`src/rtl/core/mcs_pkg.sv`:
```
// ----------------------------------------------------------------------------
// mcs_pkg
// Types, constants and decode helpers for the 8051 execute subset.
// ----------------------------------------------------------------------------
package mcs_pkg;

  localparam int RamBytes = 128;
  localparam int RamAw    = $clog2(RamBytes);

  localparam logic [7:0] FlagCy = 8'h80;
  localparam logic [7:0] FlagAc = 8'h40;
  localparam logic [7:0] FlagOv = 8'h04;

  localparam logic [7:0] SfrSp  = 8'h81;
  localparam logic [7:0] SfrPsw = 8'hD0;
  localparam logic [7:0] SfrAcc = 8'hE0;

  localparam logic [7:0] OpLjmp  = 8'h02;
  localparam logic [7:0] OpLcall = 8'h12;
  localparam logic [7:0] OpRet   = 8'h22;
  localparam logic [7:0] OpRr    = 8'h03;
  localparam logic [7:0] OpRl    = 8'h23;
  localparam logic [7:0] OpRrc   = 8'h13;
  localparam logic [7:0] OpRlc   = 8'h33;
  localparam logic [7:0] OpClrA  = 8'hE4;
  localparam logic [7:0] OpClrC  = 8'hC3;
  localparam logic [7:0] OpSetbC = 8'hD3;
  localparam logic [7:0] OpClrB  = 8'hC2;
  localparam logic [7:0] OpSetbB = 8'hD2;
  localparam logic [7:0] OpMovCB = 8'hA2;
  localparam logic [7:0] OpMovBC = 8'h92;
  localparam logic [7:0] OpJbc   = 8'h10;
  localparam logic [7:0] OpJb    = 8'h20;
  localparam logic [7:0] OpPush  = 8'hC0;

  localparam logic [3:0] HiAdd = 4'h2;
  localparam logic [3:0] HiOrl = 4'h4;
  localparam logic [3:0] HiAnl = 4'h5;
  localparam logic [3:0] HiXrl = 4'h6;
  localparam logic [3:0] HiMov = 4'h7;

  typedef enum logic [4:0] {
    CL_AJMP, CL_INCDEC, CL_ALU, CL_DIRLOG, CL_MOVI, CL_LJMP, CL_LCALL, CL_RET,
    CL_RR, CL_RL, CL_RRC, CL_RLC, CL_CLRA, CL_CLRC, CL_SETBC, CL_CLRB,
    CL_SETBB, CL_MOVCB, CL_MOVBC, CL_JBC, CL_JB, CL_PUSH, CL_BAD
  } cls_e;

  typedef enum logic [2:0] {
    S_IDLE, S_PTR, S_RD, S_RD2, S_EXE, S_WR2
  } state_e;

  typedef struct packed {
    logic [7:0] opcode;
    logic [7:0] operand_one;
    logic [7:0] operand_two;
  } in_item_t;

  typedef struct packed {
    logic [15:0] next_pc;
    logic [7:0]  accumulator;
    logic [7:0]  status_word;
    logic        outcome;
  } out_item_t;

  function automatic cls_e decode(logic [7:0] op);
    logic [3:0] hi;
    logic [3:0] lo;
    cls_e       c;
    hi = op[7:4];
    lo = op[3:0];
    priority if (op[4:0] == 5'h11 || op[4:0] == 5'h01) begin
      c = CL_AJMP;
    end else if (hi <= 4'h1 && lo >= 4'h4) begin
      c = CL_INCDEC;
    end else if ((hi == HiAdd || hi == HiOrl || hi == HiAnl || hi == HiXrl) &&
                 lo >= 4'h4) begin
      c = CL_ALU;
    end else if ((hi == HiOrl || hi == HiAnl || hi == HiXrl) &&
                 (lo == 4'h2 || lo == 4'h3)) begin
      c = CL_DIRLOG;
    end else if (hi == HiMov && lo >= 4'h4 && lo != 4'h5) begin
      c = CL_MOVI;
    end else begin
      unique case (op)
        OpLjmp:  c = CL_LJMP;
        OpLcall: c = CL_LCALL;
        OpRet:   c = CL_RET;
        OpRr:    c = CL_RR;
        OpRl:    c = CL_RL;
        OpRrc:   c = CL_RRC;
        OpRlc:   c = CL_RLC;
        OpClrA:  c = CL_CLRA;
        OpClrC:  c = CL_CLRC;
        OpSetbC: c = CL_SETBC;
        OpClrB:  c = CL_CLRB;
        OpSetbB: c = CL_SETBB;
        OpMovCB: c = CL_MOVCB;
        OpMovBC: c = CL_MOVBC;
        OpJbc:   c = CL_JBC;
        OpJb:    c = CL_JB;
        OpPush:  c = CL_PUSH;
        default: c = CL_BAD;
      endcase
    end
    return c;
  endfunction

  // @Ri forms need the pointer fetched from the register bank first
  function automatic logic uses_ptr(logic [7:0] op);
    cls_e c;
    c = decode(op);
    return (c == CL_INCDEC || c == CL_ALU || c == CL_MOVI) && (op[3:1] == 3'b011);
  endfunction

  function automatic logic in_ram(logic [7:0] a);
    return ({1'b0, a} < 9'(RamBytes));
  endfunction

endpackage

```
`src/rtl/core/mcs51_instruction_execute_subset.sv`:
```
// ----------------------------------------------------------------------------
// mcs51_instruction_execute_subset
// Executes one 8051 instruction per item against PC, A, PSW, SP and data RAM.
// ----------------------------------------------------------------------------
// Input channel (in_valid_i/in_ready_o, in_data_i) takes opcode plus the two
// following code bytes. Output channel (out_valid_o/out_ready_i, out_data_o)
// returns PC, A and PSW after the instruction and an unsupported flag.
// All architectural state but the RAM is in flops; the RAM is one
// single-port synchronous array, one access per cycle, read data registered.
// Each item passes an operand read state (S_RD) and an execute/write back
// state (S_EXE). @Ri forms add a pointer fetch (S_PTR) before the read,
// RET adds a second stack read (S_RD2), and ACALL/LCALL add a second stack
// write (S_WR2). The RAM port sets these steps. A new item is taken in
// the cycle an instruction commits, so sequences run back to back.
// The result sits in an output register; the result appears the cycle after
// commit. If the receiver stalls, the next item is still accepted and runs
// up to its operand read, where it waits until the output register frees.
// Reset: PC=0, A=0, PSW=0, SP=7. RAM reads zero until written (per-byte
// valid flags, cleared at reset), so no clearing pass is needed.
// ----------------------------------------------------------------------------
module mcs51_instruction_execute_subset (
  input  logic                 clk_i,
  input  logic                 rst_ni,
  input  logic                 in_valid_i,
  output logic                 in_ready_o,
  input  mcs_pkg::in_item_t    in_data_i,
  output logic                 out_valid_o,
  input  logic                 out_ready_i,
  output mcs_pkg::out_item_t   out_data_o
);

  mcs_pkg::state_e state_q, state_d;

  logic [7:0]  op_q, o1_q, o2_q;
  logic [15:0] pc_q, pc_d;
  logic [7:0]  a_q, a_d, psw_q, psw_d, sp_q, sp_d;
  logic [7:0]  ea_q, ea_d;
  logic        ea_ram_q, ea_ram_d;
  logic [7:0]  hold_q, hold_d;
  logic        hold_en;

  logic [7:0]  mem [mcs_pkg::RamBytes];
  logic [mcs_pkg::RamBytes-1:0] valid_q;
  logic [7:0]  rd_q;
  logic        rd_hit_q;
  logic        mem_re, mem_we;
  logic [7:0]  mem_ra, mem_wa, mem_wd;
  logic [7:0]  rdata;

  mcs_pkg::out_item_t out_q;
  logic        out_valid_q;

  mcs_pkg::cls_e cls;
  logic        is_call, fin, accept, out_free, ok;
  logic [1:0]  bank;

  assign cls      = mcs_pkg::decode(op_q);
  assign is_call  = (cls == mcs_pkg::CL_AJMP && op_q[4]) || cls == mcs_pkg::CL_LCALL;
  assign fin      = (state_q == mcs_pkg::S_EXE && !is_call) || state_q == mcs_pkg::S_WR2;
  assign in_ready_o = (state_q == mcs_pkg::S_IDLE) || fin;
  assign accept   = in_valid_i && in_ready_o;
  assign out_free = !out_valid_q || out_ready_i;
  assign bank     = psw_q[4:3];
  assign rdata    = rd_hit_q ? rd_q : 8'h00;

  assign out_valid_o = out_valid_q;
  assign out_data_o  = out_q;

  // next state
  always_comb begin
    state_d = state_q;
    unique case (state_q)
      mcs_pkg::S_IDLE: begin
        if (accept) state_d = mcs_pkg::uses_ptr(in_data_i.opcode) ? mcs_pkg::S_PTR
                                                                  : mcs_pkg::S_RD;
      end
      mcs_pkg::S_PTR: state_d = mcs_pkg::S_RD;
      mcs_pkg::S_RD: begin
        if (out_free) state_d = (cls == mcs_pkg::CL_RET) ? mcs_pkg::S_RD2 : mcs_pkg::S_EXE;
      end
      mcs_pkg::S_RD2: state_d = mcs_pkg::S_EXE;
      mcs_pkg::S_EXE, mcs_pkg::S_WR2: begin
        if (state_q == mcs_pkg::S_EXE && is_call) begin
          state_d = mcs_pkg::S_WR2;
        end else if (accept) begin
          state_d = mcs_pkg::uses_ptr(in_data_i.opcode) ? mcs_pkg::S_PTR : mcs_pkg::S_RD;
        end else begin
          state_d = mcs_pkg::S_IDLE;
        end
      end
      default: state_d = mcs_pkg::S_IDLE;
    endcase
  end

  // datapath and RAM port
  always_comb begin
    logic [3:0]  lo;
    logic [7:0]  opnd, s, v, bmask, loc_v;
    logic        loc_we, bitv, cy;
    logic [8:0]  sum9;
    logic [4:0]  nib;
    logic [15:0] ret, npc2;

    lo     = op_q[3:0];
    pc_d   = pc_q;
    a_d    = a_q;
    psw_d  = psw_q;
    sp_d   = sp_q;
    ea_d   = ea_q;
    ea_ram_d = ea_ram_q;
    hold_d = hold_q;
    hold_en = 1'b0;
    mem_re = 1'b0;
    mem_ra = 8'h00;
    mem_we = 1'b0;
    mem_wa = 8'h00;
    mem_wd = 8'h00;
    ok     = 1'b1;
    loc_we = 1'b0;
    loc_v  = 8'h00;
    s      = 8'h00;
    v      = 8'h00;
    sum9   = 9'h000;
    nib    = 5'h00;
    ret    = 16'h0000;
    npc2   = 16'h0000;
    bmask  = 8'b1 << o1_q[2:0];
    cy     = psw_q[7];

    unique case (ea_q)
      mcs_pkg::SfrSp:  opnd = sp_q;
      mcs_pkg::SfrPsw: opnd = psw_q;
      mcs_pkg::SfrAcc: opnd = a_q;
      default:         opnd = 8'h00;
    endcase
    if (ea_ram_q) opnd = rdata;
    bitv = opnd[o1_q[2:0]];

    unique case (state_q)
      mcs_pkg::S_PTR: begin
        mem_re = 1'b1;
        mem_ra = {3'b000, bank, 2'b00, op_q[0]};
      end
      mcs_pkg::S_RD: begin
        unique case (cls)
          mcs_pkg::CL_INCDEC, mcs_pkg::CL_ALU, mcs_pkg::CL_MOVI: begin
            priority if (lo == 4'h4) begin
              ea_d = mcs_pkg::SfrAcc;
              ea_ram_d = 1'b0;
            end else if (lo == 4'h5) begin
              ea_d = o1_q;
              ea_ram_d = !o1_q[7];
            end else if (lo < 4'h8) begin
              ea_d = rdata;
              ea_ram_d = 1'b1;
            end else begin
              ea_d = {3'b000, bank, op_q[2:0]};
              ea_ram_d = 1'b1;
            end
          end
          mcs_pkg::CL_DIRLOG, mcs_pkg::CL_PUSH: begin
            ea_d = o1_q;
            ea_ram_d = !o1_q[7];
          end
          mcs_pkg::CL_CLRB, mcs_pkg::CL_SETBB, mcs_pkg::CL_MOVCB, mcs_pkg::CL_MOVBC,
          mcs_pkg::CL_JBC, mcs_pkg::CL_JB: begin
            ea_d = o1_q[7] ? {o1_q[7:3], 3'b000} : {4'b0010, o1_q[6:3]};
            ea_ram_d = !o1_q[7];
          end
          mcs_pkg::CL_RET: begin
            ea_d = sp_q;
            ea_ram_d = 1'b1;
          end
          default: begin
            ea_d = o1_q;
            ea_ram_d = 1'b0;
          end
        endcase
        // hold the pointer data while stalled: no read until we advance
        mem_re = out_free && ea_ram_d;
        mem_ra = ea_d;
      end
      mcs_pkg::S_RD2: begin
        hold_en = 1'b1;
        hold_d  = rdata;
        mem_ra  = sp_q - 8'd1;
        mem_re  = 1'b1;
      end
      mcs_pkg::S_EXE: begin
        unique case (cls)
          mcs_pkg::CL_AJMP: begin
            npc2 = pc_q + 16'd2;
            pc_d = {npc2[15:11], op_q[7:5], o1_q};
            ret  = npc2;
          end
          mcs_pkg::CL_LCALL: begin
            ret  = pc_q + 16'd3;
            pc_d = {o1_q, o2_q};
          end
          mcs_pkg::CL_LJMP: pc_d = {o1_q, o2_q};
          mcs_pkg::CL_INCDEC: begin
            loc_we = 1'b1;
            loc_v  = op_q[4] ? opnd - 8'd1 : opnd + 8'd1;
            pc_d   = pc_q + ((lo == 4'h5) ? 16'd2 : 16'd1);
          end
          mcs_pkg::CL_ALU: begin
            s = (lo == 4'h4) ? o1_q : opnd;
            unique case (op_q[7:4])
              mcs_pkg::HiAdd: begin
                sum9 = {1'b0, a_q} + {1'b0, s};
                nib  = {1'b0, a_q[3:0]} + {1'b0, s[3:0]};
                psw_d = psw_q & ~(mcs_pkg::FlagCy | mcs_pkg::FlagAc | mcs_pkg::FlagOv);
                if (sum9[8]) psw_d = psw_d | mcs_pkg::FlagCy;
                if (nib[4]) psw_d = psw_d | mcs_pkg::FlagAc;
                if ((a_q[7] ^ sum9[7]) & (s[7] ^ sum9[7])) psw_d = psw_d | mcs_pkg::FlagOv;
                a_d = sum9[7:0];
              end
              mcs_pkg::HiOrl: a_d = a_q | s;
              mcs_pkg::HiAnl: a_d = a_q & s;
              default:        a_d = a_q ^ s;
            endcase
            pc_d = pc_q + ((lo <= 4'h5) ? 16'd2 : 16'd1);
          end
          mcs_pkg::CL_DIRLOG: begin
            s = (lo == 4'h2) ? a_q : o2_q;
            unique case (op_q[7:4])
              mcs_pkg::HiOrl: v = opnd | s;
              mcs_pkg::HiAnl: v = opnd & s;
              default:        v = opnd ^ s;
            endcase
            loc_we = 1'b1;
            loc_v  = v;
            pc_d   = pc_q + ((lo == 4'h2) ? 16'd2 : 16'd3);
          end
          mcs_pkg::CL_MOVI: begin
            loc_we = 1'b1;
            loc_v  = o1_q;
            pc_d   = pc_q + 16'd2;
          end
          mcs_pkg::CL_RET: begin
            pc_d = {hold_q, rdata};
            sp_d = sp_q - 8'd2;
          end
          mcs_pkg::CL_RR: begin
            a_d = {a_q[0], a_q[7:1]};
            pc_d = pc_q + 16'd1;
          end
          mcs_pkg::CL_RL: begin
            a_d = {a_q[6:0], a_q[7]};
            pc_d = pc_q + 16'd1;
          end
          mcs_pkg::CL_RRC: begin
            a_d = {cy, a_q[7:1]};
            psw_d = {a_q[0], psw_q[6:0]};
            pc_d = pc_q + 16'd1;
          end
          mcs_pkg::CL_RLC: begin
            a_d = {a_q[6:0], cy};
            psw_d = {a_q[7], psw_q[6:0]};
            pc_d = pc_q + 16'd1;
          end
          mcs_pkg::CL_CLRA: begin
            a_d = 8'h00;
            pc_d = pc_q + 16'd1;
          end
          mcs_pkg::CL_CLRC: begin
            psw_d = psw_q & ~mcs_pkg::FlagCy;
            pc_d = pc_q + 16'd1;
          end
          mcs_pkg::CL_SETBC: begin
            psw_d = psw_q | mcs_pkg::FlagCy;
            pc_d = pc_q + 16'd1;
          end
          mcs_pkg::CL_CLRB, mcs_pkg::CL_SETBB, mcs_pkg::CL_MOVBC: begin
            loc_we = 1'b1;
            priority if (cls == mcs_pkg::CL_SETBB ||
                         (cls == mcs_pkg::CL_MOVBC && cy)) begin
              loc_v = opnd | bmask;
            end else begin
              loc_v = opnd & ~bmask;
            end
            pc_d = pc_q + 16'd2;
          end
          mcs_pkg::CL_MOVCB: begin
            psw_d = {bitv, psw_q[6:0]};
            pc_d = pc_q + 16'd2;
          end
          mcs_pkg::CL_JBC, mcs_pkg::CL_JB: begin
            pc_d = pc_q + 16'd3;
            if (bitv) begin
              pc_d = pc_q + 16'd3 + {{8{o2_q[7]}}, o2_q};
              if (cls == mcs_pkg::CL_JBC) begin
                loc_we = 1'b1;
                loc_v  = opnd & ~bmask;
              end
            end
          end
          mcs_pkg::CL_PUSH: begin
            sp_d   = sp_q + 8'd1;
            mem_wa = sp_d;
            // PUSH SP stores the already incremented pointer
            mem_wd = (!ea_ram_q && ea_q == mcs_pkg::SfrSp) ? sp_d : opnd;
            mem_we = mcs_pkg::in_ram(mem_wa);
            pc_d   = pc_q + 16'd2;
          end
          default: ok = 1'b0;
        endcase
        if (is_call) begin
          // low byte of the return address now, high byte next cycle
          sp_d    = sp_q + 8'd1;
          mem_wa  = sp_d;
          mem_wd  = ret[7:0];
          mem_we  = mcs_pkg::in_ram(mem_wa);
          hold_en = 1'b1;
          hold_d  = ret[15:8];
        end
        if (loc_we) begin
          if (ea_ram_q) begin
            mem_wa = ea_q;
            mem_wd = loc_v;
            mem_we = mcs_pkg::in_ram(ea_q);
          end else begin
            unique case (ea_q)
              mcs_pkg::SfrSp:  sp_d  = loc_v;
              mcs_pkg::SfrPsw: psw_d = loc_v;
              mcs_pkg::SfrAcc: a_d   = loc_v;
              default: ;
            endcase
          end
        end
      end
      mcs_pkg::S_WR2: begin
        sp_d   = sp_q + 8'd1;
        mem_wa = sp_d;
        mem_wd = hold_q;
        mem_we = mcs_pkg::in_ram(mem_wa);
      end
      default: ;
    endcase
  end

  always_ff @(posedge clk_i or negedge rst_ni) begin
    if (!rst_ni) begin
      state_q     <= mcs_pkg::S_IDLE;
      pc_q        <= 16'h0000;
      a_q         <= 8'h00;
      psw_q       <= 8'h00;
      sp_q        <= 8'h07;
      valid_q     <= '0;
      rd_hit_q    <= 1'b0;
      out_valid_q <= 1'b0;
    end else begin
      state_q <= state_d;
      pc_q    <= pc_d;
      a_q     <= a_d;
      psw_q   <= psw_d;
      sp_q    <= sp_d;
      if (mem_we) valid_q[mem_wa[mcs_pkg::RamAw-1:0]] <= 1'b1;
      // addresses past the RAM read as zero
      if (mem_re) begin
        rd_hit_q <= mcs_pkg::in_ram(mem_ra) && valid_q[mem_ra[mcs_pkg::RamAw-1:0]];
      end
      if (fin) begin
        out_valid_q <= 1'b1;
      end else if (out_ready_i) begin
        out_valid_q <= 1'b0;
      end
    end
  end

  always_ff @(posedge clk_i) begin
    if (mem_we) mem[mem_wa[mcs_pkg::RamAw-1:0]] <= mem_wd;
    if (mem_re) rd_q <= mem[mem_ra[mcs_pkg::RamAw-1:0]];
  end

  always_ff @(posedge clk_i) begin
    if (accept) begin
      op_q <= in_data_i.opcode;
      o1_q <= in_data_i.operand_one;
      o2_q <= in_data_i.operand_two;
    end
    if (state_q == mcs_pkg::S_RD) begin
      ea_q     <= ea_d;
      ea_ram_q <= ea_ram_d;
    end
    if (hold_en) hold_q <= hold_d;
    if (fin) begin
      out_q.next_pc     <= pc_d;
      out_q.accumulator <= a_d;
      out_q.status_word <= psw_d;
      out_q.outcome     <= !ok;
    end
  end

`ifndef ASSERT_OFF
  a_commit_slot_free: assert property (@(posedge clk_i) disable iff (!rst_ni)
    state_q == mcs_pkg::S_EXE |-> !out_valid_q)
    else $error("commit with output register occupied");

  a_unsupported_no_change: assert property (@(posedge clk_i) disable iff (!rst_ni)
    (fin && !ok) |-> (pc_d == pc_q && a_d == a_q && psw_d == psw_q &&
                      sp_d == sp_q && !mem_we))
    else $error("unsupported opcode changed state");

  a_ret_second_read: assert property (@(posedge clk_i) disable iff (!rst_ni)
    state_q == mcs_pkg::S_RD2 |=> state_q == mcs_pkg::S_EXE)
    else $error("second stack read not followed by execute");
`endif

endmodule

```
`config.mk`:
```
export PLATFORM = sky130hd
export DESIGN_NAME = mcs51_instruction_execute_subset
export DESIGN_NICKNAME = d
export VERILOG_FILES = /design/src/rtl/core/mcs_pkg.sv /design/src/rtl/core/mcs51_instruction_execute_subset.sv
export SDC_FILE = /design/constraint.sdc
export NUM_CORES = 2
export LEC_CHECK = 0
export ABC_AREA = 1
export BUFFER_PORTS_ARGS = -buffer_cell sky130_fd_sc_hd__buf_4
export CELL_PAD_IN_SITES_DETAIL_PLACEMENT = 1
export CELL_PAD_IN_SITES_GLOBAL_PLACEMENT = 1
export CORE_UTILIZATION = 35
export CTS_CLUSTER_DIAMETER = 80
export DETAILED_ROUTE_END_ITERATION = 8
export GPL_ROUTABILITY_DRIVEN = 0
export GPL_TIMING_DRIVEN = 0
export MAX_ROUTING_LAYER = met4
export PLACE_DENSITY_LB_ADDON = 0.1
export SYNTH_ARGS = -nofsm -noshare
export SYNTH_HDL_FRONTEND = slang
export SYNTH_SLANG_ARGS = --single-unit
export TNS_END_PERCENT = 1
```
`constraint.sdc`:
```
create_clock -name clk_i -period 8.6 [get_ports clk_i]
set_input_delay 0.86 -clock clk_i [delete_from_list [all_inputs] [get_ports clk_i]]
set_output_delay 0.86 -clock clk_i [all_outputs]
set_load 0.005 [all_outputs]
```
==> summary.md <==
| Metric | Value |
|---|---|
| Die ar. | `173,000 µm²` |
| Total track usage | `28.4%` |
| Reg2reg end | `rd_q[2]` |
| Place WS | `1960 ps` |
| Number of placed instances, taps included | `8,024` |
| P_leak | `26.6 nW` |
| Layout area overhead | `15.1%` |
| Setup violators final | `0` |
| Adder-cell share of the synthesized area | `1.45%` |
| Setup Skew | `62.1 ps` |
| Critical path start-end classification | `flip-flop to flip-flop` |
| Grt ovf | `0` |
| R2r startpoint | `op_q[4]` |
| Compound-Gate Fraction of Synth Area | `12.1%` |
| Worst-path clk slew | `60 ps` |
| Site row count | `151` |
| Largest family of logic cells by synthesized area | `simple AND/OR/NAND/NOR gates` |
| Finished Core Util | `40.7%` |
| Core area | `170,000 µm²` |
| Syn Nets | `5,803` |
| Share of post-route cells with drive strength above 1 | `11.6%` |
| Syn_area_per_cell | `10.5 µm²` |
| DIE HEIGHT | `416 µm` |
| Routed WL | `240,000 µm` |
| DPL Wire Length | `178,000 µm` |
| Hold_buf cts | `0` |
| Post_cts resized | `0` |
| Max-Cap Viols | `0` |
| Syn Std Cell Area | `60,100 µm²` |
| Outcome | `complete, no violations` |
| FF+latch count, synth | `1,279` |
| Final Hold Viols | `0` |
| Crit path time final | `6860 ps` |
| Clock latency at the later pin of the worst-skew pair | `830 ps` |
| Most common cell after layout, fill and taps aside | `edfxtp_1` |
| Netlist cell types | `67` |
| WP data arrival | `7430 ps` |
| First-pass GRT wire length | `342,000 µm` |
| Vias in the first global route | `46,300` |
| Die width | `416 µm` |
| Met1 WL | `102,000 µm` |
| Worst rel slew slack | `5.67%` |
| Met2 Wirelength | `117,000 µm` |
| Critical Path Start Type | `flip-flop` |
| Top-Level Pins | `63` |
| Worst reg2reg path depth | `21` |
| Yosys warns | `0` |
| Number of CTS-inserted buffers | `151` |
| Post-route clock period utilization | `79.8%` |
| Worst Tran Pin Value | `1420 ps` |
| Max Used Layer | `met4` |
| Initial core utilization | `35.4%` |
| Critical path fanouts, max | `10` |
| First drt pass iteration count | `7` |
| Antenna viol nets, final | `0` |
| Total number of vias | `45,500` |
| CTS tree | `yes` |
| Most frequent cells in the layout | `1,106 x edfxtp_1, 890 x nand2_1, 649 x inv_1, 588 x nand3_1, 455 x o211ai_1` |
| Initial antenna violation count | `8` |
| Element type at the critical path end | `flip-flop` |
| Cell Pwr Density | `316 nW/µm²` |
| Seq/Total Area, Yosys | `62.5%` |
| Mapped Cells | `5,708` |
| Design area | `69,100 µm²` |
| Reg2reg setup slack | `1740 ps` |
| DR WL/cell | `28.9 µm` |
| Nets | `6,054` |
| Largest net degree at the start of global routing | `94` |
| Asr flop ratio synth | `13.5%` |
| DRC | `0` |
| Hold crit path type | `input port to async pin` |
| Final cell count without fillers | `8,307` |
| Mux cell area share after synthesis | `0.0375%` |
| H-tree depth | `4` |
| CTS Sinks | `1,279` |
| Clock Tree Buf Depth | `3` |
| Fmax | `0.146 GHz` |
| PortBufs | `62` |
| Postcts setup bufs | `0` |
| Slew Limit Fails | `0` |
| Setup ws final | `1740 ps` |
| Total Power | `21.9 mW` |
| Clk root buf | `clkbuf_16` |
| Xor/xnor cell area share of the yosys netlist | `0.831%` |
| EDFF count, synth | `1,106` |
| Post-Synth Simple-Gate Area | `16.2%` |
| DR WL met3 | `11,100 µm` |
| RSZ-0062 raised after global routing | `false` |
| Top FF cell, synth | `edfxtp_1` |
| Routed vias/inst | `5.47` |
| Req. time, crit path | `9170 ps` |
| DR iter-0 viols | `3,943` |
| Area post-placement | `64,300 µm²` |
| Worst VDD drop | `0.188 mV` |
-- layer usage --
layer  up-vias  track usage, %
li1      20500               -
met1     23200            35.7
met2      1344            46.7
met3       423            3.43
met4         0            11.3
met5         -               -
-- cells in the mapped netlist (5+ instances only) --
cell	instances	area [µm²]
nand4_1	18	113
nor4_1	10	62.6
xnor2_1	5	43.8
ha_1	63	788
nand3_1	588	2940
o2111ai_1	17	149
a31oi_1	15	93.8
a21oi_1	92	460
a221oi_1	13	114
o21bai_1	57	428
nor3_1	30	150
xor2_1	52	455
nand3_2	8	80.1
clkbuf_1	158	593
nor2_2	9	56.3
o21ai_0	363	1820
nor2_1	404	1520
inv_2	38	143
or2_2	113	707
o22ai_1	36	225
nor2_4	10	113
clkinv_1	12	45.0
inv_1	650	2440
buf_6	7	78.8
nand2_2	42	263
o211ai_1	455	3420
o221ai_1	20	175
or2_0	8	50.1
dfrtp_1	170	4250
buf_1	23	86.3
edfxtp_1	1106	33200
o21ai_1	31	155
buf_4	24	180
nand2_1	893	3350
nand2_4	11	124
buf_2	95	475
-- area by class of cell --
class	instances	area [µm²]
inverters	705	2660
diodes	5	12.5
clock inverters	73	688
flip-flops and latches	1279	37500
clock buffers	205	4130
repair buffers	98	1370
well taps	2218	2780
plain buffers	307	1420
fillers	18700	101000
multi-input cells	3417	18500
-- how the worst max path moves through the flow --
stage | startpoint | slack (ps) | end | cells after the start
2_1_floorplan | state_q[2] | 920 | mem[0][7] | 7
3_3_place_gp | state_q[2] | -12020 | mem[35][2] | 7
3_5_place_dp | op_q[4] | 1960 | rd_q[2] | 21
4_1_cts | op_q[4] | 1920 | rd_q[2] | 21
5_1_grt | op_q[4] | 1830 | rd_q[7] | 21
6_report | op_q[4] | 1740 | rd_q[2] | 21
-- critical path: stages (launching register included) --
cell	delay (ps)
edfxtp_1	560
buf_2	290
inv_1	100
nand2_1	50
nor2_1	550
nand2_1	200
nand3_1	190
nor2_4	70
nand2_2	150
nand4_1	210
nand3_1	120
nand2_1	670
inv_2	760
buf_2	660
clkbuf_1	770
o211ai_1	230
nand3_1	180
nand3_1	230
nand3_1	310
nand2_1	120
nand2_1	80
nand2_1	60
-- registers in the layout, summed over array words and instances (netlist names), 3 cells and up --
name,flops
a_q,8
ea_q,8
hold_q,8
mem,1024
o1_q,8
o2_q,8
op_q,8
out_data_o,33
pc_q,16
psw_q,8
rd_q,8
sp_q,8
state_q,3
valid_q,128
-- where the power goes --
group          switching, mW  internal [mW]  total (mW)
clock                   2.74           3.55        6.30
combinational           6.19           2.12        8.31
sequential             0.232           7.02        7.26
-- stage by stage --
step | setup TNS, ps | hold WS [ps]
2_1_floorplan | 0 | 422
3_3_place_gp | -6341340 | 437
3_5_place_dp | 0 | 443
4_1_cts | 0 | 64.0
5_1_grt | 0 | 95.7
6_report | 0 | 41.5
-- cell families (layout without fill, tap and decap cells) --
group           after synthesis  in the layout
compound gates             1129           1129
xor+xnor                     57             57
fa+ha+maj                    67             67
buf+inv                    1012           1388
flops                      1279           1279
mux                           2              2
other cells                   0              5
simple gates               2162           2162
Note: power is estimated with default switching activity, not from simulation.
